===== config.mk =====
export PLATFORM = sky130hd
export DESIGN_NAME = serial_line_editor_unit_flat
export DESIGN_NICKNAME = d
export VERILOG_FILES = /design/src/design/sle_pkg.sv /design/src/design/sle_chan_if.sv /design/src/design/sle_line_mem.sv /design/src/design/sle_ctrl.sv /design/src/design/serial_line_editor_unit.sv /design/src/flat_wrapper.sv
export SDC_FILE = /design/constraint.sdc
export NUM_CORES = 1
export LEC_CHECK = 0
export CAP_MARGIN = 15
export CORE_AREA = 3 3 151 153
export CTS_CLUSTER_DIAMETER = 100
export DETAILED_ROUTE_END_ITERATION = 8
export DIE_AREA = 0 0 154 156
export DONT_BUFFER_PORTS = 1
export PLACE_DENSITY = 0.74
export SLEW_MARGIN = 30
export SYNTH_ARGS = -nofsm -noshare
export SYNTH_HDL_FRONTEND = slang
export SYNTH_SLANG_ARGS = --single-unit

===== constraint.sdc =====
create_clock -name clock -period 3 [get_ports clock]
set_input_delay 0.45 -clock clock [delete_from_list [all_inputs] [get_ports clock]]
set_output_delay 0.45 -clock clock [all_outputs]
set_load 0.05 [all_outputs]

===== src/design/sle_pkg.sv =====
`timescale 1ns / 1ps
// ----------------------------------------------------------------------------
// sle_pkg: shared types and constants of the serial line editor
// Beat payloads, result kinds, register indexes, control codes, FSM states.
// ----------------------------------------------------------------------------
package sle_pkg;

   // Default store depth and fixed field widths
   localparam int LINE_MAX_DEF = 32;
   localparam int CNT_W        = 6;
   localparam int CHAR_W       = 7;
   localparam int BYTE_W       = 8;
   localparam int CSR_IDX_W    = 2;
   localparam int CSR_DATA_W   = 6;

   // Control characters
   localparam logic [BYTE_W-1:0] CH_BS    = 8'h08;
   localparam logic [BYTE_W-1:0] CH_CR    = 8'h0D;
   localparam logic [BYTE_W-1:0] CH_SP    = 8'h20;
   localparam logic [BYTE_W-1:0] CH_TILDE = 8'h7E;

   // Register reset values
   localparam logic             ECHO_RST    = 1'b1;
   localparam logic [CNT_W-1:0] MAX_LEN_RST = 6'd32;

   // Register indexes
   typedef enum logic [CSR_IDX_W-1:0] {
      CSR_ECHO_ENABLE = 2'd0,
      CSR_MAX_LENGTH  = 2'd1
   } csr_idx_type;

   // Result kinds
   typedef enum logic [1:0] {
      KIND_ECHO = 2'd0,
      KIND_CHAR = 2'd1,
      KIND_END  = 2'd2
   } kind_type;

   // Sequencer states
   typedef enum logic [2:0] {
      ST_IDLE,
      ST_ECHO,
      ST_RD_REQ,
      ST_RD_WAIT,
      ST_END
   } state_type;

   // Backspace echo step numbers
   localparam logic [1:0] BS_STEP_SPACE = 2'd1;
   localparam logic [1:0] BS_STEP_LAST  = 2'd2;

   typedef struct packed {
      logic [BYTE_W-1:0] rx_byte;
   } req_payload_type;

   typedef struct packed {
      kind_type          kind;
      logic [BYTE_W-1:0] out_byte;
      logic [CNT_W-1:0]  line_length;
      logic              last;
   } rsp_payload_type;

   typedef struct packed {
      logic [CSR_IDX_W-1:0]  index;
      logic [CSR_DATA_W-1:0] data;
   } csr_payload_type;

   // Line store access enables
   typedef struct packed {
      logic wr_en;
      logic rd_en;
   } mem_ctl_type;

endpackage


===== src/design/sle_chan_if.sv =====
`timescale 1ns / 1ps
// ----------------------------------------------------------------------------
// sle_chan_if: valid/ready channel
// One beat moves when valid and ready are both high at a rising clock edge.
// ----------------------------------------------------------------------------
interface sle_chan_if #(
   parameter type payload_type = logic
);
   logic        valid;
   logic        ready;
   payload_type payload;

   modport source (output valid, output payload, input ready);
   modport sink   (input valid, input payload, output ready);
endinterface


===== src/design/sle_line_mem.sv =====
`timescale 1ns / 1ps
// ----------------------------------------------------------------------------
// sle_line_mem: line character store
// Single write port, single read port with registered read data.
// ----------------------------------------------------------------------------
module sle_line_mem
   import sle_pkg::*;
#(
   parameter int DEPTH  = LINE_MAX_DEF,
   parameter int ADDR_W = 5
) (
   input  logic              clock,
   input  mem_ctl_type       ctl,
   input  logic [ADDR_W-1:0] wr_addr,
   input  logic [CHAR_W-1:0] wr_data,
   input  logic [ADDR_W-1:0] rd_addr,
   output logic [CHAR_W-1:0] rd_data
);

   logic [CHAR_W-1:0] store_mem [DEPTH];
   logic [CHAR_W-1:0] rd_data_ff;

   // Write port
   always_ff @(posedge clock) begin
      if (ctl.wr_en) begin
         store_mem[wr_addr] <= wr_data;
      end
   end

   // Read port, data held until the next read
   always_ff @(posedge clock) begin
      if (ctl.rd_en) begin
         rd_data_ff <= store_mem[rd_addr];
      end
   end

   assign rd_data = rd_data_ff;

endmodule


===== src/design/sle_ctrl.sv =====
`timescale 1ns / 1ps
// ----------------------------------------------------------------------------
// sle_ctrl: line editor sequencer
// Decodes received bytes, keeps the fill count and registers, drives the
// line store and the result register.
// ----------------------------------------------------------------------------
module sle_ctrl
   import sle_pkg::*;
#(
   parameter int LINE_MAX = LINE_MAX_DEF,
   parameter int ADDR_W   = 5
) (
   input  logic              clock,
   input  logic              reset,
   sle_chan_if.sink          req_chan,
   sle_chan_if.source        rsp_chan,
   sle_chan_if.sink          csr_chan,
   output mem_ctl_type       mem_ctl,
   output logic [ADDR_W-1:0] mem_wr_addr,
   output logic [CHAR_W-1:0] mem_wr_data,
   output logic [ADDR_W-1:0] mem_rd_addr,
   input  logic [CHAR_W-1:0] mem_rd_data
);

   localparam logic [CNT_W-1:0] LINE_MAX_C = CNT_W'(LINE_MAX);

   state_type         state_ff, state_in;
   logic [1:0]        step_ff, step_in;
   logic [BYTE_W-1:0] echo_byte_ff, echo_byte_in;
   logic              is_bs_ff, is_bs_in;
   logic [CNT_W-1:0]  fill_ff, fill_in;
   logic [CNT_W-1:0]  len_ff, len_in;
   logic [CNT_W-1:0]  rd_idx_ff, rd_idx_in;
   logic              echo_en_ff, echo_en_in;
   logic [CNT_W-1:0]  max_len_ff, max_len_in;
   logic              out_valid_ff, out_valid_in;
   rsp_payload_type   out_data_ff, out_data_in;

   logic              accept;
   logic [BYTE_W-1:0] rx;
   logic              is_bs, is_cr, is_pr, bs_ok, pr_ok;
   logic [CNT_W-1:0]  limit;
   logic              slot_free;
   logic              echo_last;
   logic [BYTE_W-1:0] echo_cur;
   logic              csr_wr;

   // Byte decode
   assign rx        = req_chan.payload.rx_byte;
   assign accept    = req_chan.valid && req_chan.ready;
   assign limit     = (max_len_ff < LINE_MAX_C) ? max_len_ff : LINE_MAX_C;
   assign is_bs     = (rx == CH_BS);
   assign is_cr     = (rx == CH_CR);
   assign is_pr     = (rx >= CH_SP) && (rx <= CH_TILDE);
   assign bs_ok     = is_bs && (fill_ff != '0);
   assign pr_ok     = is_pr && (fill_ff < limit);
   assign slot_free = !out_valid_ff || rsp_chan.ready;

   // Current echo byte: backspace, space, backspace or the character itself
   assign echo_last = !is_bs_ff || (step_ff == BS_STEP_LAST);
   assign echo_cur  = !is_bs_ff ? echo_byte_ff :
                      (step_ff == BS_STEP_SPACE) ? CH_SP : CH_BS;

   assign csr_wr = csr_chan.valid && csr_chan.ready;

   // Next state
   always_comb begin
      state_in = state_ff;
      case (state_ff)
         ST_IDLE: begin
            if (accept) begin
               if (is_cr) begin
                  state_in = ST_RD_REQ;
               end else if ((bs_ok || pr_ok) && echo_en_ff) begin
                  state_in = ST_ECHO;
               end
            end
         end
         ST_ECHO: begin
            if (slot_free && echo_last) begin
               state_in = ST_IDLE;
            end
         end
         ST_RD_REQ: begin
            state_in = (rd_idx_ff < len_ff) ? ST_RD_WAIT : ST_END;
         end
         ST_RD_WAIT: begin
            if (slot_free) begin
               state_in = ST_RD_REQ;
            end
         end
         ST_END: begin
            if (slot_free) begin
               state_in = ST_IDLE;
            end
         end
         default: begin
            state_in = ST_IDLE;
         end
      endcase
   end

   // Datapath and outputs
   always_comb begin
      step_in       = step_ff;
      echo_byte_in  = echo_byte_ff;
      is_bs_in      = is_bs_ff;
      fill_in       = fill_ff;
      len_in        = len_ff;
      rd_idx_in     = rd_idx_ff;
      out_data_in   = out_data_ff;
      out_valid_in  = out_valid_ff && !rsp_chan.ready;
      mem_ctl.wr_en = 1'b0;
      mem_ctl.rd_en = 1'b0;
      mem_wr_addr   = fill_ff[ADDR_W-1:0];
      mem_wr_data   = rx[CHAR_W-1:0];
      mem_rd_addr   = rd_idx_ff[ADDR_W-1:0];
      req_chan.ready = (state_ff == ST_IDLE);

      case (state_ff)
         ST_IDLE: begin
            if (accept) begin
               step_in      = '0;
               echo_byte_in = rx;
               is_bs_in     = is_bs;
               if (is_cr) begin
                  len_in    = fill_ff;
                  rd_idx_in = '0;
                  fill_in   = '0;
               end else if (bs_ok) begin
                  fill_in = fill_ff - 1'b1;
               end else if (pr_ok) begin
                  mem_ctl.wr_en = 1'b1;
                  fill_in       = fill_ff + 1'b1;
               end
            end
         end
         ST_ECHO: begin
            if (slot_free) begin
               out_valid_in            = 1'b1;
               out_data_in.kind        = KIND_ECHO;
               out_data_in.out_byte    = echo_cur;
               out_data_in.line_length = '0;
               out_data_in.last        = echo_last;
               step_in                 = step_ff + 1'b1;
            end
         end
         ST_RD_REQ: begin
            mem_ctl.rd_en = (rd_idx_ff < len_ff);
         end
         ST_RD_WAIT: begin
            if (slot_free) begin
               out_valid_in            = 1'b1;
               out_data_in.kind        = KIND_CHAR;
               out_data_in.out_byte    = {1'b0, mem_rd_data};
               out_data_in.line_length = '0;
               out_data_in.last        = 1'b0;
               rd_idx_in               = rd_idx_ff + 1'b1;
            end
         end
         ST_END: begin
            if (slot_free) begin
               out_valid_in            = 1'b1;
               out_data_in.kind        = KIND_END;
               out_data_in.out_byte    = '0;
               out_data_in.line_length = len_ff;
               out_data_in.last        = 1'b1;
            end
         end
         default: begin
            req_chan.ready = 1'b0;
         end
      endcase
   end

   // Register writes
   always_comb begin
      echo_en_in     = echo_en_ff;
      max_len_in     = max_len_ff;
      csr_chan.ready = 1'b1;
      if (csr_wr) begin
         case (csr_chan.payload.index)
            CSR_ECHO_ENABLE: echo_en_in = csr_chan.payload.data[0];
            CSR_MAX_LENGTH:  max_len_in = csr_chan.payload.data;
            default: begin
            end
         endcase
      end
   end

   assign rsp_chan.valid   = out_valid_ff;
   assign rsp_chan.payload = out_data_ff;

   // Control registers
   always_ff @(posedge clock) begin
      if (reset) begin
         state_ff     <= ST_IDLE;
         fill_ff      <= '0;
         out_valid_ff <= 1'b0;
         echo_en_ff   <= ECHO_RST;
         max_len_ff   <= MAX_LEN_RST;
      end else begin
         state_ff     <= state_in;
         fill_ff      <= fill_in;
         out_valid_ff <= out_valid_in;
         echo_en_ff   <= echo_en_in;
         max_len_ff   <= max_len_in;
      end
   end

   // Working registers
   always_ff @(posedge clock) begin
      step_ff      <= step_in;
      echo_byte_ff <= echo_byte_in;
      is_bs_ff     <= is_bs_in;
      len_ff       <= len_in;
      rd_idx_ff    <= rd_idx_in;
      out_data_ff  <= out_data_in;
   end

endmodule


===== src/design/serial_line_editor_unit.sv =====
`timescale 1ns / 1ps
// ----------------------------------------------------------------------------
// serial_line_editor_unit: terminal line editor with echo
// Edits a line from received bytes and returns echo, line and end beats.
// ----------------------------------------------------------------------------
// Usage:
//  req_chan carries one received byte per beat; rsp_chan returns results,
//  each with kind, out_byte, line_length and last (set on the final result
//  of a byte); csr_chan writes echo_enable (index 0) and max_length (1).
//  Printable bytes are stored and echoed once; backspace removes a character
//  and echoes backspace, space, backspace; carriage return replays the line
//  from the store, then an end beat with the length. Other bytes are dropped.
//  Sequence: a character echo is one beat, loaded from ST_ECHO after the
//  byte is accepted; a backspace echo is three beats. A line end reads
//  each character through the single store port in ST_RD_REQ, loads it
//  into the result register in ST_RD_WAIT, then sends the end beat.
//  req_chan.ready is high only between bytes; a byte that causes no result
//  leaves it high.
//  Reset clears the line, sets echo on and max_length to 32. When the
//  receiver stalls, the result register holds and the sequencer waits.
// ----------------------------------------------------------------------------
module serial_line_editor_unit
   import sle_pkg::*;
#(
   parameter int LINE_MAX = LINE_MAX_DEF
) (
   input  logic       clock,
   input  logic       reset,
   sle_chan_if.sink   req_chan,
   sle_chan_if.source rsp_chan,
   sle_chan_if.sink   csr_chan
);

   localparam int ADDR_W = (LINE_MAX > 1) ? $clog2(LINE_MAX) : 1;

   mem_ctl_type       mem_ctl;
   logic [ADDR_W-1:0] mem_wr_addr;
   logic [CHAR_W-1:0] mem_wr_data;
   logic [ADDR_W-1:0] mem_rd_addr;
   logic [CHAR_W-1:0] mem_rd_data;

   sle_ctrl #(
      .LINE_MAX (LINE_MAX),
      .ADDR_W   (ADDR_W)
   ) u_ctrl (
      .clock       (clock),
      .reset       (reset),
      .req_chan    (req_chan),
      .rsp_chan    (rsp_chan),
      .csr_chan    (csr_chan),
      .mem_ctl     (mem_ctl),
      .mem_wr_addr (mem_wr_addr),
      .mem_wr_data (mem_wr_data),
      .mem_rd_addr (mem_rd_addr),
      .mem_rd_data (mem_rd_data)
   );

   sle_line_mem #(
      .DEPTH  (LINE_MAX),
      .ADDR_W (ADDR_W)
   ) u_mem (
      .clock   (clock),
      .ctl     (mem_ctl),
      .wr_addr (mem_wr_addr),
      .wr_data (mem_wr_data),
      .rd_addr (mem_rd_addr),
      .rd_data (mem_rd_data)
   );

endmodule


===== src/flat_wrapper.sv =====
// flat-port wrapper written by rule: the top's interface ports become plain ports
module serial_line_editor_unit_flat import sle_pkg::*;
#(
   parameter int LINE_MAX = LINE_MAX_DEF
)
  (clock, reset, req_chan_valid, req_chan_payload, req_chan_ready, rsp_chan_valid, rsp_chan_payload, rsp_chan_ready, csr_chan_valid, csr_chan_payload, csr_chan_ready);
  sle_chan_if #(.payload_type(req_payload_type)) req_chan_i ();
  sle_chan_if #(.payload_type(rsp_payload_type)) rsp_chan_i ();
  sle_chan_if #(.payload_type(csr_payload_type)) csr_chan_i ();
  input  logic clock;
  input  logic reset;
  input wire logic [$bits(req_chan_i.valid)-1:0] req_chan_valid;
  input wire logic [$bits(req_chan_i.payload)-1:0] req_chan_payload;
  output wire logic [$bits(req_chan_i.ready)-1:0] req_chan_ready;
  output wire logic [$bits(rsp_chan_i.valid)-1:0] rsp_chan_valid;
  output wire logic [$bits(rsp_chan_i.payload)-1:0] rsp_chan_payload;
  input wire logic [$bits(rsp_chan_i.ready)-1:0] rsp_chan_ready;
  input wire logic [$bits(csr_chan_i.valid)-1:0] csr_chan_valid;
  input wire logic [$bits(csr_chan_i.payload)-1:0] csr_chan_payload;
  output wire logic [$bits(csr_chan_i.ready)-1:0] csr_chan_ready;
  assign req_chan_i.valid = req_chan_valid;
  assign req_chan_i.payload = req_chan_payload;
  assign req_chan_ready = req_chan_i.ready;
  assign rsp_chan_valid = rsp_chan_i.valid;
  assign rsp_chan_payload = rsp_chan_i.payload;
  assign rsp_chan_i.ready = rsp_chan_ready;
  assign csr_chan_i.valid = csr_chan_valid;
  assign csr_chan_i.payload = csr_chan_payload;
  assign csr_chan_ready = csr_chan_i.ready;
  serial_line_editor_unit #(.LINE_MAX(LINE_MAX)) u_core (.clock(clock), .reset(reset), .req_chan(req_chan_i), .rsp_chan(rsp_chan_i), .csr_chan(csr_chan_i));
endmodule

==> metrics.md, run 1 <==
| Metric | Value |
|---|---|
| Status | completed |
| Tcrit/Tclk final | 0.9293 |
| Footprint of the multi-input gates | 3083 µm² |
| Seq. cell area | 8478 µm² |
| CORE AREA | around 22000 µm² |
| Top post-synthesis cells by area | edfxtp_1 (69%), mux4_2 (13%), dfxtp_1 (2.9%), nor2_1 (1.9%), ha_1 (1.8%) |
| Layout cells sized above 1 | 0.2371 |
| H-tree Lvls | 1 |
| Total inserted antenna cells | 0 |
| Net count reported at finish | about 760 |
| Post-synth EDFFs | 271 |
| TritonRoute pass-1 iters | 5 |
| Warnings from Yosys | 0 |
| Dpl ws | -0.1127 ns |
| Leakage power figure | 4.561 nW |
| Starting DRC count in detailed routing | 641 |
| First-pass GRT wire length | about 38000 µm |
| DIE WIDTH | 154 µm |
| Hold Vio Cnt, Final | 0 |
| I/O Pins | slightly above 40 |
| Synth Area per Inst | between 15 and 20 µm² |
| Die Area | about 24000 µm² |
| Post-synth ARST share | 0 |
| RePlAce Congestion | slightly above 0.8 |
| FP Rows | 54 |
| Total grt overflow | 0 |
| Crit path max fanout | 8 |
| Slew Limit Fails | 0 |
| CTS tree | done |
| CP Capture Type | flop |
| Hold WC Path Type | input port to flop |
| WP data required | 3.24 ns |
| Post-DP HPWL | 15120 µm |
| P&R area growth vs syn | 15.59% |
| Routed vias | 6281 |
| Flop2flop setup slack | 0.21 ns |
| Clock transition at path regs | 0.06 ns |
| Wire per inst | approximately 26 µm |
| Cell taking the most area after synthesis | edfxtp_1 |
| Max-slew headroom | 0.5040 |
| Antenna viol nets, final | 0 |
| Vias in the first global route | approximately 6300 |
| Distinct cells, synth | 56 |
| Synth Instances | 634 |
| Post-Layout Cell Count | 1018 |
| Die height | ~160 µm |
| Routed WL | 26040 µm |
| Critical path class | flop to flop |
| DR vias/cell | between 6 and 7 |
| Sequential area share after synthesis | 0.7209 |
| Initial core utilization | 0.5423 |
| Main flop type after synthesis | edfxtp_1 |
| Cts bufs inserted | 29 |
| Global Route Usage Sum | 0.2092 |
| Synthesized net count | 673 |
| Minimum clock period | 2.788 ns |
| VDD IR-drop max | between 300 and 400 µV |
| Final TNS setup | 0 ns |
| Finish-stage setup viols | 0 |
| IO buf count | 0 |
| Cell area power density | 683.4 nW/µm² |
| Post-placement cell count | 935 |
| CTS root buffer | clkbuf_16 |
| Clock skew | 0.01573 ns |
| Crit path DAT | roughly 3 ns |
| Final worst slack | 0.2120 ns |
| RSZ-0062 raised after global routing | no |
| Worst-Skew Late Latency | 0.54 ns |
| Top-area cell type share of the netlist area | 0.6919 |
| Post-synthesis sequential element count | 288 |
| DRC viols | 0 |
| Initial antenna violation count | 0 |
| FILL cells | approximately 1500 |
| Largest net degree at the start of global routing | 59 |
| FMAX | around 360 MHz |
| CP Launch Type | flop |
| Worst Tran Pin Value | 0.7440 ns |
| CTS sink count | 288 |
| Post-Synthesis Cell Area | 11760 µm² |
| Max-cap viol count | 0 |
| CTS max path bufs | 3 |
[final timing paths]
path,startpoint,to,cells after the start
max,u_core.u_ctrl.max_len_ff[5]$_SDFFE_PP1P_,u_core.u_mem.store_mem[23][6]$_DFFE_PP_,9
min,req_chan_payload[6],u_core.u_mem.store_mem[8][6]$_DFFE_PP_,0
max reg2reg,u_core.u_ctrl.max_len_ff[5]$_SDFFE_PP1P_,u_core.u_mem.store_mem[23][6]$_DFFE_PP_,9
min reg2reg,u_core.u_ctrl.fill_ff[4]$_SDFFE_PP0P_,u_core.u_ctrl.len_ff[4]$_DFFE_PP_,0
[where the power goes]
part	internal [mW]	leakage, nW	total, mW	switching (mW)
registers	4.63	2.60	4.98	0.351
logic	0.354	1.52	0.850	0.496
clock network	2.03	0.440	3.46	1.43
total	7.01	4.56	9.29	2.28
[through the flow]
step / utilization / total power, mW / hold WS [ns] / area [µm²]
final: 0.6268 / 9.290 / 0.02262 / 13590
after CTS: 0.6205 / 9.308 / 0.000007022 / 13460
after floorplan: - / 5.593 / 0.4550 / 11760
after global routing: 0.6268 / 9.603 / -0.002351 / 13590
after global placement: 0.5707 / 5.791 / 0.4847 / 12380
after detailed placement: 0.5707 / 5.839 / 0.4648 / 12380
[kinds of logic (layout without fill, tap and decap cells)]
| kind of cell | count (synthesis) | after routing | share of synthesized area |
|---|---|---|---|
| other | 1 | 1 | 0.0003188 |
| AND/OR/NAND/NOR | 134 | 134 | 0.05543 |
| multiplexers | 84 | 84 | 0.1480 |
| AO/OA/AOI/OAI | 58 | 58 | 0.03160 |
| buffers and inverters | 43 | 147 | 0.01808 |
| XOR/XNOR | 8 | 8 | 0.005957 |
| flip-flops | 288 | 288 | 0.7209 |
| adder cells (fa/ha/maj) | 18 | 18 | 0.01979 |
[state kept, by name, indices dropped and copies added, names as in the netlist]
register,flops
u_core.u_mem.store_mem,224
u_core.u_ctrl.max_len_ff,6
u_core.u_ctrl.echo_byte_ff,8
u_core.u_ctrl.rd_idx_ff,6
u_core.u_ctrl.step_ff,2
u_core.u_ctrl.state_ff,3
u_core.u_ctrl.fill_ff,6
u_core.u_ctrl.len_ff,6
u_core.u_ctrl.rsp_chan.valid,1
u_core.u_ctrl.echo_en_ff,1
u_core.u_ctrl.is_bs_ff,1
u_core.u_mem.rd_data,7
u_core.u_ctrl.rsp_chan.payload,17
[placed cells by master, fill, tap and decap left out, types with 5 or more instances in the layout]
master	n
and2_1	9
clkbuf_16	29
a22o_1	5
nand3b_1	6
mux2_2	7
ha_1	17
dfxtp_1	17
nand2_1	21
nor2_1	59
a21oi_1	15
or4_1	6
dlygate4sd3_1	26
o21ai_0	14
edfxtp_1	271
mux2i_1	7
inv_1	12
clkinv_2	5
buf_4	50
mux4_2	66
clkbuf_1	7
clkinv_1	6
[cell type report]
cell class                      count  share of cell area
Tap cell                          280             0.02577
Clock inverter                     17             0.01197
Clock buffer                       36             0.05532
Timing Repair Buffer               80             0.05265
Inverter                           14            0.003866
Sequential cell                   288              0.6237
Multi-Input combinational cell    303              0.2268
[routing by layer]
layer,global-route usage,vias to the layer above,routed length [µm]
met4,0.06224,0,751
li1,-,2702,-
met1,0.2941,3259,10600
met5,0,-,0
met2,0.3423,263,12950
met3,0.03745,57,1737
[Yosys cell counts (all sizes together) (2+ instances only)]
| cell | number |
|---|---|
| edfxtp | 271 |
| mux4 | 70 |
| nor2 | 60 |
| nand2 | 22 |
| dfxtp | 17 |
| ha | 17 |
| a21oi | 15 |
| buf | 15 |
| clkbuf | 14 |
| o21ai | 14 |
| inv | 13 |
| and2 | 9 |
| mux2 | 7 |
| mux2i | 7 |
| nand3b | 6 |
| or4 | 6 |
| a22o | 5 |
| nand3 | 5 |
| nor3 | 5 |
| a21o | 4 |
| and3 | 4 |
| xnor2 | 4 |
| xor2 | 4 |
| a211oi | 3 |
| nor2b | 3 |
| nor3b | 3 |
| o21bai | 3 |
| a2111oi | 2 |
| a21boi | 2 |
| a31oi | 2 |
| nand2b | 2 |
| nor4b | 2 |
| o211ai | 2 |
| or2 | 2 |
[critical path: stages (launching register included)]
cell and delay [ns]:
dfxtp_1 0.31, inv_1 0.14, nand2_1 0.09, ha_1 0.20, a2111oi_0 0.40, o211ai_1 0.20
nor3_2 0.42, nand3_2 0.34, nor2_1 0.21, buf_4 0.19
[repair_timing]
action / 4_1_cts / 5_1_grt
endpoints found under the hold margin: 38 / 49
setup endpoints to repair: 176 / 56
gates resized for setup: 1 / 2
buffers inserted: 4 / 0
hold buffers: 13 / 13
gates cloned: 0 / 0
pin swaps: 2 / 0
No activity file was read; power rests on OpenSTA's default activity.
==> inputs of run 2 (changes only) <==
Settings changed: CORE_AREA 3 3 151 153 to 5 5 153 155, DIE_AREA 0 0 154 156 to 0 0 158 160.
==> metrics.md, run 2 (synthesis gave the netlist of run 1 again) <==
| Metric | Value |
|---|---|
| Post-DP HPWL | 15130 µm |
| First-pass GRT wire length | 37430 µm |
| Net count reported at finish | 748 |
| Slowest-stage cell, CP | a2111oi_1 |
| CTS root buffer | clkbuf_16 |
| Largest net degree at the start of global routing | between 40 and 50 |
| Biggest register | u_core.u_mem.store_mem |
| Power consumption | 9.400 mW |
| Finish-stage setup viols | 0 |
| Starting DRC count in detailed routing | 600 |
| Initial core utilization | 0.5423 |
| CP Launch Type | flop |
| Critical Path Max Stage Delay | 0.48 ns |
| Worst Reg-to-Reg Cells | 9 |
| Worst-Skew Late Latency | 0.54 ns |
| RSZ-0062 raised after global routing | no |
| FP Rows | 54 |
| Tcrit/Tclk final | 0.9523 |
| I/O Pins | between 40 and 50 |
| Die height | roughly 160 µm |
| Crit path max fanout | 8 |
| Layout cells sized above 1 | 0.2380 |
| Leakage power figure | between 4 and 5 nW |
| Cell area power density | 693.3 nW/µm² |
| Hold Vio Cnt, Final | 0 |
| CORE AREA | 21690 µm² |
| VDD IR-drop max | 523.7 µV |
| Critical Path Start | u_core.u_ctrl.max_len_ff[5]$_SDFFE_PP1P_ |
| H-tree Lvls | 1 |
| Global Route Usage Sum | 0.1954 |
| Met1 Wirelength | 10420 µm |
| Vias in the first global route | 6257 |
| Commonest non-fill, non-tap cells in the layout | edfxtp_1 (271), mux4_2 (66), nor2_1 (59), buf_4 (49), clkbuf_16 (28) |
| TritonRoute pass-1 iters | 6 |
| Routed vias | 6147 |
| FMAX | 350.0 MHz |
| CTS tree | done |
| Status | completed |
| RePlAce Congestion | ~0.85 |
| Critical path class | flop to flop |
| Initial antenna violation count | 0 |
| CP Capture Type | flop |
| Clock transition at path regs | 0.07 ns |
| Cts bufs inserted | 28 |
| Max-cap viol count | 0 |
| WP data required | between 3 and 4 ns |
| Clock skew | between 0.015 and 0.02 ns |
| Routed WL | 25220 µm |
| Minimum clock period | 2.857 ns |
| Number of flip-flops in the largest register | 224 |
| WL met3 | ~1900 µm |
| Total inserted antenna cells | 0 |
| DIE WIDTH | 158 µm |
| Wire per inst | approximately 25 µm |
| CTS sink count | approximately 290 |
| P&R area growth vs syn | 15.28% |
| Final worst slack | 0.1432 ns |
| Most common cell after layout, fill and taps aside | edfxtp_1 |
| Dpl ws | -0.2421 ns |
| DRC viols | 0 |
| DR vias/cell | 6.080 |
| Flop2flop setup slack | ~0.14 ns |
| Total grt overflow | 0 |
| Antenna viol nets, final | 0 |
| Worst Tran Pin Value | roughly 0.84 ns |
| Critical Path End | u_core.u_mem.store_mem[11][1]$_DFFE_PP_ |
| WL met2 | 12410 µm |
| Reg-to-Reg Start | u_core.u_ctrl.max_len_ff[5]$_SDFFE_PP1P_ |
| Slew Limit Fails | 0 |
| Max-slew headroom | 0.4375 |
| CTS max path bufs | 3 |
| Hold WC Path Type | input port to flop |
| IO buf count | 0 |
| Reg2reg end | u_core.u_mem.store_mem[11][1]$_DFFE_PP_ |
| Die Area | about 25000 µm² |
| Crit path DAT | 3.10 ns |
| Highest routed layer | met4 |
| Worst-path cell chain | inv_1 -> nand2_1 -> ha_1 -> a2111oi_1 -> o211ai_1 -> nor3_4 -> nand3_2 -> nor2_1 -> buf_4 |
-- run 2: changes by cell type in the layout (fill, tap and decap cells not counted), sizes merged --
cell         previous run  this run
bufinv                  3         5
clkbuf                 36        34
clkinvlp                3         1
dlygate4sd3            26        20
inv                    13        14
-- run 2: cell type report --
cell class / count / area, µm²
flip-flops and latches: 288 / 8478
fillers: 1470 / 8130
multi-input cells: 303 / 3090
clock buffers: 34 / 723.2
repair buffers: 74 / 638.1
well taps: 280 / 350.3
clock inverters: 18 / 225.2
inverters: 14 / 52.55
-- run 2: stage by stage --
| stage | TNS (ns) | instances | util | hold WS, ns | instance area [µm²] |
|---|---|---|---|---|---|
| 6_report | 0 | 1011 | 0.6251 | 0.01910 | 13560 |
| 5_1_grt | 0 | 1011 | 0.6251 | 0.0001985 | 13560 |
| 4_1_cts | 0 | 1002 | 0.6210 | 0.00008554 | 13470 |
| 3_5_place_dp | -42.60 | 935 | 0.5701 | 0.4935 | 12360 |
| 3_3_place_gp | -1.206 | 935 | 0.5701 | 0.4827 | 12360 |
| 2_1_floorplan | 0 | 634 | - | 0.4550 | 11760 |
-- run 2: per-layer routing --
layer | track usage | vias to the layer above
met2 | 0.3170 | 247
met1 | 0.2758 | 3170
met3 | 0.04168 | 35
met5 | 0 | -
met4 | 0.04614 | 0
li1 | - | 2695
-- run 2: worst max-delay path: cells and delay by family (launching register included) --
kind | cells | cell delay [ns]
AOI/OAI and AO/OA | 2 | 0.77
adders and majority gates | 1 | 0.20
buffers and inverters | 2 | 0.33
DFF | 1 | 0.31
and+or+nand+nor | 4 | 0.94
-- run 2: worst min path at each step --
stage,start,end,slack (ns),cells after the start
finish,req_chan_payload[0],u_core.u_mem.store_mem[25][0]$_DFFE_PP_,0.02,0
global route,req_chan_payload[2],u_core.u_mem.store_mem[31][2]$_DFFE_PP_,0.0002,0
CTS,req_chan_payload[0],u_core.u_mem.store_mem[13][0]$_DFFE_PP_,0.00009,0
detailed placement,u_core.u_ctrl.max_len_ff[0]$_SDFFE_PP0P_,u_core.u_ctrl.max_len_ff[0]$_SDFFE_PP0P_,0.49,2
global placement,u_core.u_ctrl.max_len_ff[0]$_SDFFE_PP0P_,u_core.u_ctrl.max_len_ff[0]$_SDFFE_PP0P_,0.48,2
floorplan,u_core.u_ctrl.max_len_ff[0]$_SDFFE_PP0P_,u_core.u_ctrl.max_len_ff[0]$_SDFFE_PP0P_,0.46,2
-- run 2: what timing repair did --
action                                  in CTS  in global routing
hold endpoints to repair                   146                 20
setup buffers                                2                  0
resized for setup                            2                  3
endpoints found under the setup margin     224                111
hold buffers                                13                  9
-- run 2: power by group --
group          internal (mW)  leakage, nW  switching, mW
sequential              4.63         2.60          0.349
combinational          0.347         1.49          0.492
clock                   2.15        0.459           1.44
